===== src/sv/sapt_pkg.sv =====
// Shared types and constants for the segment and page address translator.
// No dependencies; the controller, datapath and top level import this package.
package sapt_pkg;

    // Command codes carried by the command field of an input word.
    typedef enum logic [1:0] {
        CMD_TRANSLATE = 2'd0,
        CMD_WR_DESC   = 2'd1,
        CMD_WR_DIR    = 2'd2,
        CMD_WR_TABLE  = 2'd3
    } cmd_t;

    // Translation mode register codes; the unused code acts as paged mode.
    typedef enum logic [1:0] {
        MODE_REAL  = 2'd0,
        MODE_FLAT  = 2'd1,
        MODE_PAGED = 2'd2,
        MODE_SPARE = 2'd3
    } mode_t;

    // Fault codes reported with each result word.
    typedef enum logic [1:0] {
        FAULT_NONE  = 2'd0,
        FAULT_SEL   = 2'd1,
        FAULT_DIR   = 2'd2,
        FAULT_TABLE = 2'd3
    } fault_t;

    localparam logic [31:0] ALL_ONES = 32'hFFFF_FFFF;
    localparam int unsigned FRAME_W  = 20;
    localparam int unsigned ENTRY_W  = FRAME_W + 1;

    // Commands from the controller to the datapath.
    typedef struct packed {
        logic clear;     // zero the stores at the sweep counter
        logic load;      // capture an accepted input word
        logic write;     // perform the latched store write
        logic hold_lin;  // keep the linear address for the page stage
        logic fin_exec;  // finish in the first stage
        logic fin_desc;  // finish after the descriptor lookup
        logic fin_page;  // finish after the page lookup
    } ctrl_cmd_t;

    // Status from the datapath to the controller.
    typedef struct packed {
        logic clear_last;
        logic is_write;
        logic mode_real;
        logic mode_flat;
        logic desc_oob;
        logic dir_oob;
    } dp_status_t;

endpackage


===== src/sv/sapt_ctrl.sv =====
// Controller state machine for the address translator.
// Depends on sapt_pkg for the command and status structs.
module sapt_ctrl import sapt_pkg::*; (
    input  logic       clk,
    input  logic       rst_n,
    input  logic       start,
    input  dp_status_t status,
    output ctrl_cmd_t  cmd,
    output logic       busy
);

    typedef enum logic [4:0] {
        S_CLEAR = 5'b00001,
        S_IDLE  = 5'b00010,
        S_EXEC  = 5'b00100,
        S_DESC  = 5'b01000,
        S_PAGE  = 5'b10000
    } state_t;

    state_t state_reg;
    state_t state_next;

    // State register; reset starts the store clearing sweep.
    always_ff @(posedge clk or negedge rst_n)
    begin
        if (!rst_n)
        begin
            state_reg <= S_CLEAR;
        end
        else
        begin
            state_reg <= state_next;
        end
    end

    // Next state and datapath commands.
    always_comb
    begin
        state_next = state_reg;
        cmd        = '0;
        case (state_reg)
            S_CLEAR:
            begin
                cmd.clear = 1'b1;
                if (status.clear_last)
                begin
                    state_next = S_IDLE;
                end
            end
            S_IDLE:
            begin
                if (start)
                begin
                    cmd.load   = 1'b1;
                    state_next = S_EXEC;
                end
            end
            S_EXEC:
            begin
                if (status.is_write)
                begin
                    cmd.write    = 1'b1;
                    cmd.fin_exec = 1'b1;
                    state_next   = S_IDLE;
                end
                else if (status.mode_real || status.desc_oob)
                begin
                    cmd.fin_exec = 1'b1;
                    state_next   = S_IDLE;
                end
                else
                begin
                    state_next = S_DESC;
                end
            end
            S_DESC:
            begin
                cmd.hold_lin = 1'b1;
                if (status.mode_flat || status.dir_oob)
                begin
                    cmd.fin_desc = 1'b1;
                    state_next   = S_IDLE;
                end
                else
                begin
                    state_next = S_PAGE;
                end
            end
            S_PAGE:
            begin
                cmd.fin_page = 1'b1;
                state_next   = S_IDLE;
            end
            default:
            begin
                state_next = S_IDLE;
            end
        endcase
    end

    assign busy = (state_reg != S_IDLE);

`ifndef SYNTH
    // An accepted word always moves the machine into the first work stage.
    a_accept_to_exec: assert property (@(posedge clk) disable iff (!rst_n)
        (state_reg == S_IDLE) && start |=> (state_reg == S_EXEC))
        else $error("accepted word did not reach the first stage");

    // The page stage is only entered from the descriptor stage.
    a_page_after_desc: assert property (@(posedge clk) disable iff (!rst_n)
        (state_reg == S_PAGE) |-> ($past(state_reg) == S_DESC))
        else $error("page stage entered out of order");

    // Exactly one finish command at most in any cycle.
    a_one_finish: assert property (@(posedge clk) disable iff (!rst_n)
        $onehot0({cmd.fin_exec, cmd.fin_desc, cmd.fin_page}))
        else $error("more than one finish command");
`endif

endmodule


===== config.mk =====
export PLATFORM = sky130hd
export DESIGN_NAME = sapt_ctrl
export DESIGN_NICKNAME = d
export VERILOG_FILES = /design/src/sv/sapt_pkg.sv /design/src/sv/sapt_ctrl.sv
export SDC_FILE = /design/constraint.sdc
export NUM_CORES = 1
export LEC_CHECK = 0
export ABC_AREA = 1
export BUFFER_PORTS_ARGS = -buffer_cell sky130_fd_sc_hd__buf_2
export CAP_MARGIN = 25
export CORE_AREA = 2 2 39 41
export DETAILED_ROUTE_END_ITERATION = 8
export DIE_AREA = 0 0 41 43
export PLACE_DENSITY = 0.48
export SYNTH_ARGS = -nofsm -noshare
export SYNTH_HDL_FRONTEND = slang
export SYNTH_SLANG_ARGS = --single-unit

===== constraint.sdc =====
create_clock -name clk -period 2.55 [get_ports clk]
set_input_delay 0.3825 -clock clk [delete_from_list [all_inputs] [get_ports clk]]
set_output_delay 0.3825 -clock clk [all_outputs]
set_load 0.05 [all_outputs]

==> results of run 1 <==
==> placed cells by master (no fill, tap or decap) <==
master and instances:
nand2_2 3, nor2_4 1, nand4_1 2, nand3_2 1, clkbuf_4 3, buf_2 16, or2_2 1, dfrtp_1 4
dlygate4sd3_1 1, inv_1 12, nand3_1 4, nor2_1 11, nand2_1 5, nor2_2 2, inv_2 1, clkbuf_1 1
dfstp_2 1
==> routing by layer <==
layer	up-vias	track usage, %	wire length, um
met5	-	0	0
met4	0	6.00	0
met3	0	4.71	43
met2	9	15.3	342
met1	148	8.14	279
li1	183	-	-
==> power by group through the flow <==
stage	registers (mW)	logic [mW]	clock network [mW]
finish	0.106	0.202	0.0891
global route	0.107	0.227	0.101
CTS	0.106	0.205	0.0940
detailed placement	0.107	0.203	0
global placement	0.107	0.203	0
floorplan	0.105	0.160	0
==> cells by family after synthesis <==
kind of cell | count (synthesis) | synth area share [%]
buffers and inverters | 13 | 14.9
flip-flops | 5 | 38.7
AND/OR/NAND/NOR | 30 | 46.4
==> worst max path at each step <==
stage / startpoint / endpoint / cells after the start / slack [ns]
global placement: state_reg[4] / cmd[1] / 6 / 0.97
detailed placement: state_reg[4] / cmd[1] / 6 / 0.99
finish: state_reg[4] / cmd[1] / 6 / 0.75
CTS: state_reg[4] / cmd[1] / 6 / 0.72
global route: state_reg[4] / cmd[1] / 6 / 0.63
floorplan: state_reg[2] / cmd[5] / 3 / 0.53
==> layout make-up <==
| cell class | instances | area share (%) |
|---|---|---|
| clock buffer | 4 | 5.68 |
| inverter | 13 | 10.5 |
| multi-input combinational | 30 | 32.7 |
| sequential | 5 | 27.3 |
| tap | 16 | 4.32 |
| timing repair buffer | 17 | 19.5 |
==> critical path: cells and delay by family, from the launching register on <==
kind                   cells  cell delay [ns]
and+or+nand+nor            2             0.22
buffers and inverters      4             0.55
DFF                        1             0.40
==> metrics.csv, run 1 <==
metric,value,unit
status,"finished, final reports clean",
post-route-period-util,70.5,%
drt_wl_total,665,um
drcViolationCount,0,
final_nets,79,
vdd_drop_max,0.000432,V
regArea,126,um2
hold_end,state_reg[0],
switching_share,48.0,%
root_buffer,clkbuf_4,
worst_path_max_delay_cell,dfrtp_1,
yosysTopAreaCellShare,30.7,%
grt_usage,9.27,%
antenna_left,0,
start_util,23.6,%
syn-instance-count,48,
finalWorstSetupSlack,0.752,ns
power.share.sequential,26.6,%
fmax,556,MHz
grt_pass1_vias,293,
area_growth,41.8,%
cts_buffers,3,
critical-path-max-stage-delay,0.40,ns
num_rows,14,
antenna_found_initial,0,
rsz0062_at_grt,false,
design_area,463,um2
synth.area.top_cells,"dfrtp_1 31%, inv_1 14%, nor2_1 13%, dfstp_2 8.0%, nand3_1 6.1%",
synth_async_sr_flop_share,100,%
p_sw,191,uW
start_kind,flip-flop,
max_slew_margin,83.5,%
largest_reg_flops,5,
dr.pass1.iters,3,
final.min_clock_period,1.80,ns
multi_input_area,151,um2
r2r_slack,1.36,ns
post_cts_buffers,0,
p_comb_share,50.9,%
cts_resized,0,
p_clk_share,22.4,%
synth_top_area_cell,dfrtp_1,
skew,0.000796,ns
hold_depth,4,
final_util,33.5,%
grt_max_degree,7,
clock_path_buffers,2,
grt_pass1_wl,1.04,mm
fillCellCount,166,
dp.cells,80,
post_synth_num_cell_types,13,
finalMaxSlewViolations,0,
cpMostUsedCell,inv_1,
p_int,206,uW
yosysWarningCount,0,
yosysSeqAreaShare,38.7,%
worst_slew_pin_slew,0.250,ns
drt_iter0_markers,7,
worstPathRequired,2.17,ns
hold_start,status[5],
layoutNonFillerInstCount,85,
avgSynthCellArea,6.80,um2
tritoncts,done,
io-pin-count,17,
gp_congestion,0.670,
path_cells,inv_1 -> nand3_1 -> inv_2 -> nand2_2 -> inv_1 -> buf_2,
via_count,340,
antenna_cells,0,
max-cap-violations,0,
cts.sinks,5,
synthTopCellsByCount,"12 x inv_1, 11 x nor2_1, 5 x nand2_1",
cp_max_fo,6,
yosysMostFrequentCell,inv_1,
synth.cell_area,327,um2
htreeDepth,1,
drive_gt1_share,42.0,%
dpl_worst_slack,0.991,ns
hold_violations,0,
clk_latency,0.24,ns
synth_flop_cell,dfrtp_1,
power.density,858,nW/um2
setup_viol,0,
clkTransAtPathRegs,0.04,ns
r2r_start,state_reg[0],
core,1380,um2
synth_nets,57,
rr_endpoint,state_reg[1],
hold_buffers,1,
finalSetupTns,0,ns
drt-vias-per-instance,4.00,
die_x,41,um
crit_arrival,1.42,ns
p_total,397,uW
die-area,1760,um2
placed_area,427,um2
synth-edff-count,0,
io_buffers,16,
synth-seq-cells,5,
p_leak,0.291,nW
hpwl,583,um
critPathCaptureType,primary output,
holdCritPathClass,input port to flip-flop,
worst_hold_slack,0.348,ns
reg2regPathDepth,9,
avgRoutedWirePerCell,7.82,um
die_h,43,um
grt-ovfl-total,0,
crit_type,flip-flop to primary output,
Power figures use the tool's default switching activity.
==> inputs of run 2 (changes only) <==
--- a/config.mk
+++ b/config.mk
@@ -11,7 +11,7 @@
 export CORE_AREA = 2 2 39 41
 export DETAILED_ROUTE_END_ITERATION = 8
 export DIE_AREA = 0 0 41 43
-export PLACE_DENSITY = 0.48
+export PLACE_DENSITY = 0.49
 export SYNTH_ARGS = -nofsm -noshare
 export SYNTH_HDL_FRONTEND = slang
 export SYNTH_SLANG_ARGS = --single-unit
==> constraint.sdc (replaced) <==
create_clock -name clk -period 1.5 [get_ports clk]
set_input_delay 0.225 -clock clk [delete_from_list [all_inputs] [get_ports clk]]
set_output_delay 0.225 -clock clk [all_outputs]
set_load 0.05 [all_outputs]
==> run 2 against run 1 <==
Critical endpoint unchanged; clock power is 72% higher; clock-buffer cell count stayed put; core utilization is 8.7 points higher; the flow now finishes with violations (negative setup slack); critical path type unchanged; global-route usage is 1.3 points higher; final cell count is 5.9% higher; hold slack worse by 0.15 ns.
==> metrics.csv, run 2 (synthesized netlist as in run 1, its figures left out) <==
metric,value,unit,change
grt_max_degree,7,,unchanged
grt_pass1_wl,1.22,mm,was 1.04 mm
fillCellCount,160,,was 166
io-pin-count,17,,unchanged
root_buffer,clkbuf_4,,unchanged
critical-path-max-stage-delay,0.39,ns,was 0.40 ns
cpLargestDelayFamily,flip-flops,,was buffers and inverters
r2r_start,state_reg[0],,unchanged
power.density,1400,nW/um2,was 858 nW/um2
worstPathRequired,1.27,ns,was 2.17 ns
final_nets,84,,was 79
dr.pass1.iters,2,,was 3
drt_iter0_markers,1,,was 7
die_x,41,um,unchanged
clk_latency,0.24,ns,about the same
io_buffers,16,,unchanged
cp_max_fo,4,,was 6
skew,0.00153,ns,was 0.000796 ns
cts_buffers,3,,unchanged
grt_usage,10.6,%,was 9.27%
grt-ovfl-total,0,,unchanged
crit_arrival,1.30,ns,was 1.42 ns
rr_endpoint,state_reg[1],,unchanged
hpwl,575,um,was 583 um
start_kind,flip-flop,,unchanged
die_h,43,um,unchanged
holdCritPathClass,input port to flip-flop,,unchanged
hold_depth,4,,unchanged
gp_congestion,0.702,,was 0.670
drt-vias-per-instance,4.13,,was 4.00
hold_end,state_reg[0],,unchanged
clock_path_buffers,2,,unchanged
die-area,1760,um2,unchanged
hold_start,status[5],,unchanged
worst_slew_pin_slew,0.205,ns,was 0.250 ns
avgRoutedWirePerCell,8.51,um,was 7.82 um
regArea,126,um2,unchanged
max_slew_margin,86.3,%,was 83.5%
max-cap-violations,0,,unchanged
dpl_worst_slack,0.0882,ns,was 0.991 ns
final.min_clock_period,1.52,ns,
htreeDepth,1,,unchanged
largest_reg_flops,5,,unchanged
status,"complete, but fails checks",,"was finished, final reports clean"
antenna_found_initial,0,,unchanged
fmax,658,MHz,
worst_path_max_delay_cell,dfrtp_1,,unchanged
critPathCaptureType,primary output,,unchanged
tritoncts,done,,unchanged
violations,negative setup slack,,
cts.sinks,5,,unchanged
crit_type,flip-flop to primary output,,unchanged
final_cell_mix,"10 x inv_1, 8 x buf_2, 6 x nor2_2, 6 x buf_4",,"was 16 x buf_2, 12 x inv_1, 11 x nor2_1"
area_growth,78.5,%,was 41.8%
drcViolationCount,0,,unchanged
setup_viol,1,,was 0
antenna_left,0,,unchanged
finalWorstSetupSlack,-0.0204,ns,was 0.752 ns
reg2regPathDepth,10,,was 9
p_total,818,uW,was 397 uW
drive_gt1_share,59.5,%,was 42.0%
start_util,23.6,%,unchanged
rsz0062_at_grt,true,,was false
path_cells,nor2_2 -> nand3_2 -> inv_2 -> nand2_4 -> clkinvlp_4 -> buf_6,,was inv_1 -> nand3_1 -> inv_2 -> nand2_2 -> inv_1 -> buf_2
via_count,372,,was 340
antenna_cells,0,,unchanged
multi_input_area,191,um2,was 151 um2
p_leak,0.315,nW,was 0.291 nW
num_rows,14,,unchanged
hold_violations,0,,unchanged
final_common_cell,inv_1,,was buf_2
core,1380,um2,unchanged
vdd_drop_max,0.000474,V,was 0.000432 V
clkTransAtPathRegs,0.04,ns,about the same
drt_wl_total,766,um,was 665 um
grt_pass1_vias,316,,was 293
crit_buf_inv,3,,was 4
post-route-period-util,101,%,
r2r_slack,0.22,ns,was 1.36 ns
finalMaxSlewViolations,0,,unchanged
## run 2: changes by cell type in the layout (fill, tap and decap cells not counted), moves of 2 or more
| cell | previous run | this run |
|---|---|---|
| buf_6 | 0 | 5 |
| clkbuf_4 | 3 | 5 |
| buf_4 | 0 | 6 |
| buf_2 | 16 | 8 |
| nor2_4 | 1 | 3 |
| nand3_1 | 4 | 2 |
| inv_1 | 12 | 10 |
| nand3_2 | 1 | 3 |
| nor2_1 | 11 | 5 |
| nor2_2 | 2 | 6 |
## run 2: timing repair
item,4_1_cts,5_1_grt
pin swaps,0,1
setup endpoints to repair,7,8
endpoints found under the hold margin,5,0
setup buffers,0,5
hold buffers,1,0
gates resized for setup,13,9
## run 2: layout make-up
class | count | share of cell area, %
Clock buffer | 4 | 4.51
Inverter | 13 | 9.01
Multi-Input combinational cell | 30 | 32.8
Sequential cell | 5 | 21.7
Tap cell | 16 | 3.43
Timing Repair Buffer | 22 | 28.5
## run 2: power by group
part	switching (mW)	leakage, nW	internal, mW	total, mW
sequential	0.0263	0.0626	0.159	0.186
combinational	0.295	0.238	0.184	0.479
clock	0.0523	0.0150	0.100	0.153
total	0.373	0.315	0.444	0.818
## run 2: worst reg2reg max path, stage by stage (launching register included)
cell and delay (ns):
dfstp_2 0.54, inv_1 0.05, nor2_2 0.09, nand2_2 0.07, nor2_4 0.09, buf_4 0.11
nand2_2 0.04, nand2_1 0.05, inv_1 0.03, nand2_1 0.05, nand2_1 0.04
## run 2: stage by stage
stage / cells / TNS, ns / instance area, um2 / hold slack (ns) / utilization (%)
floorplan: 48 / -0.0112 / 343 / -0.0706 / -
global placement: 80 / 0 / 443 / 0.0498 / 32.0
detailed placement: 80 / 0 / 443 / 0.0474 / 32.0
CTS: 85 / -0.0460 / 520 / 0.192 / 37.6
global route: 90 / -0.361 / 583 / 0.237 / 42.1
finish: 90 / -0.0204 / 583 / 0.196 / 42.1
## run 2: worst max path at each step
stage	from	end	slack (ns)	cells after the start
after floorplan	state_reg[2]	cmd[5]	-0.01	3
after global placement	state_reg[4]	cmd[1]	0.12	6
after global routing	state_reg[1]	cmd[1]	-0.11	6
after CTS	state_reg[1]	cmd[3]	-0.02	4
after detailed placement	state_reg[4]	cmd[1]	0.09	6
final	state_reg[1]	cmd[1]	-0.02	6
## run 2: metal layers
metal	global-route usage, %	routed length [um]
met4	10.0	22
met2	15.6	390
met1	12.0	317
met3	1.57	36
met5	0	0
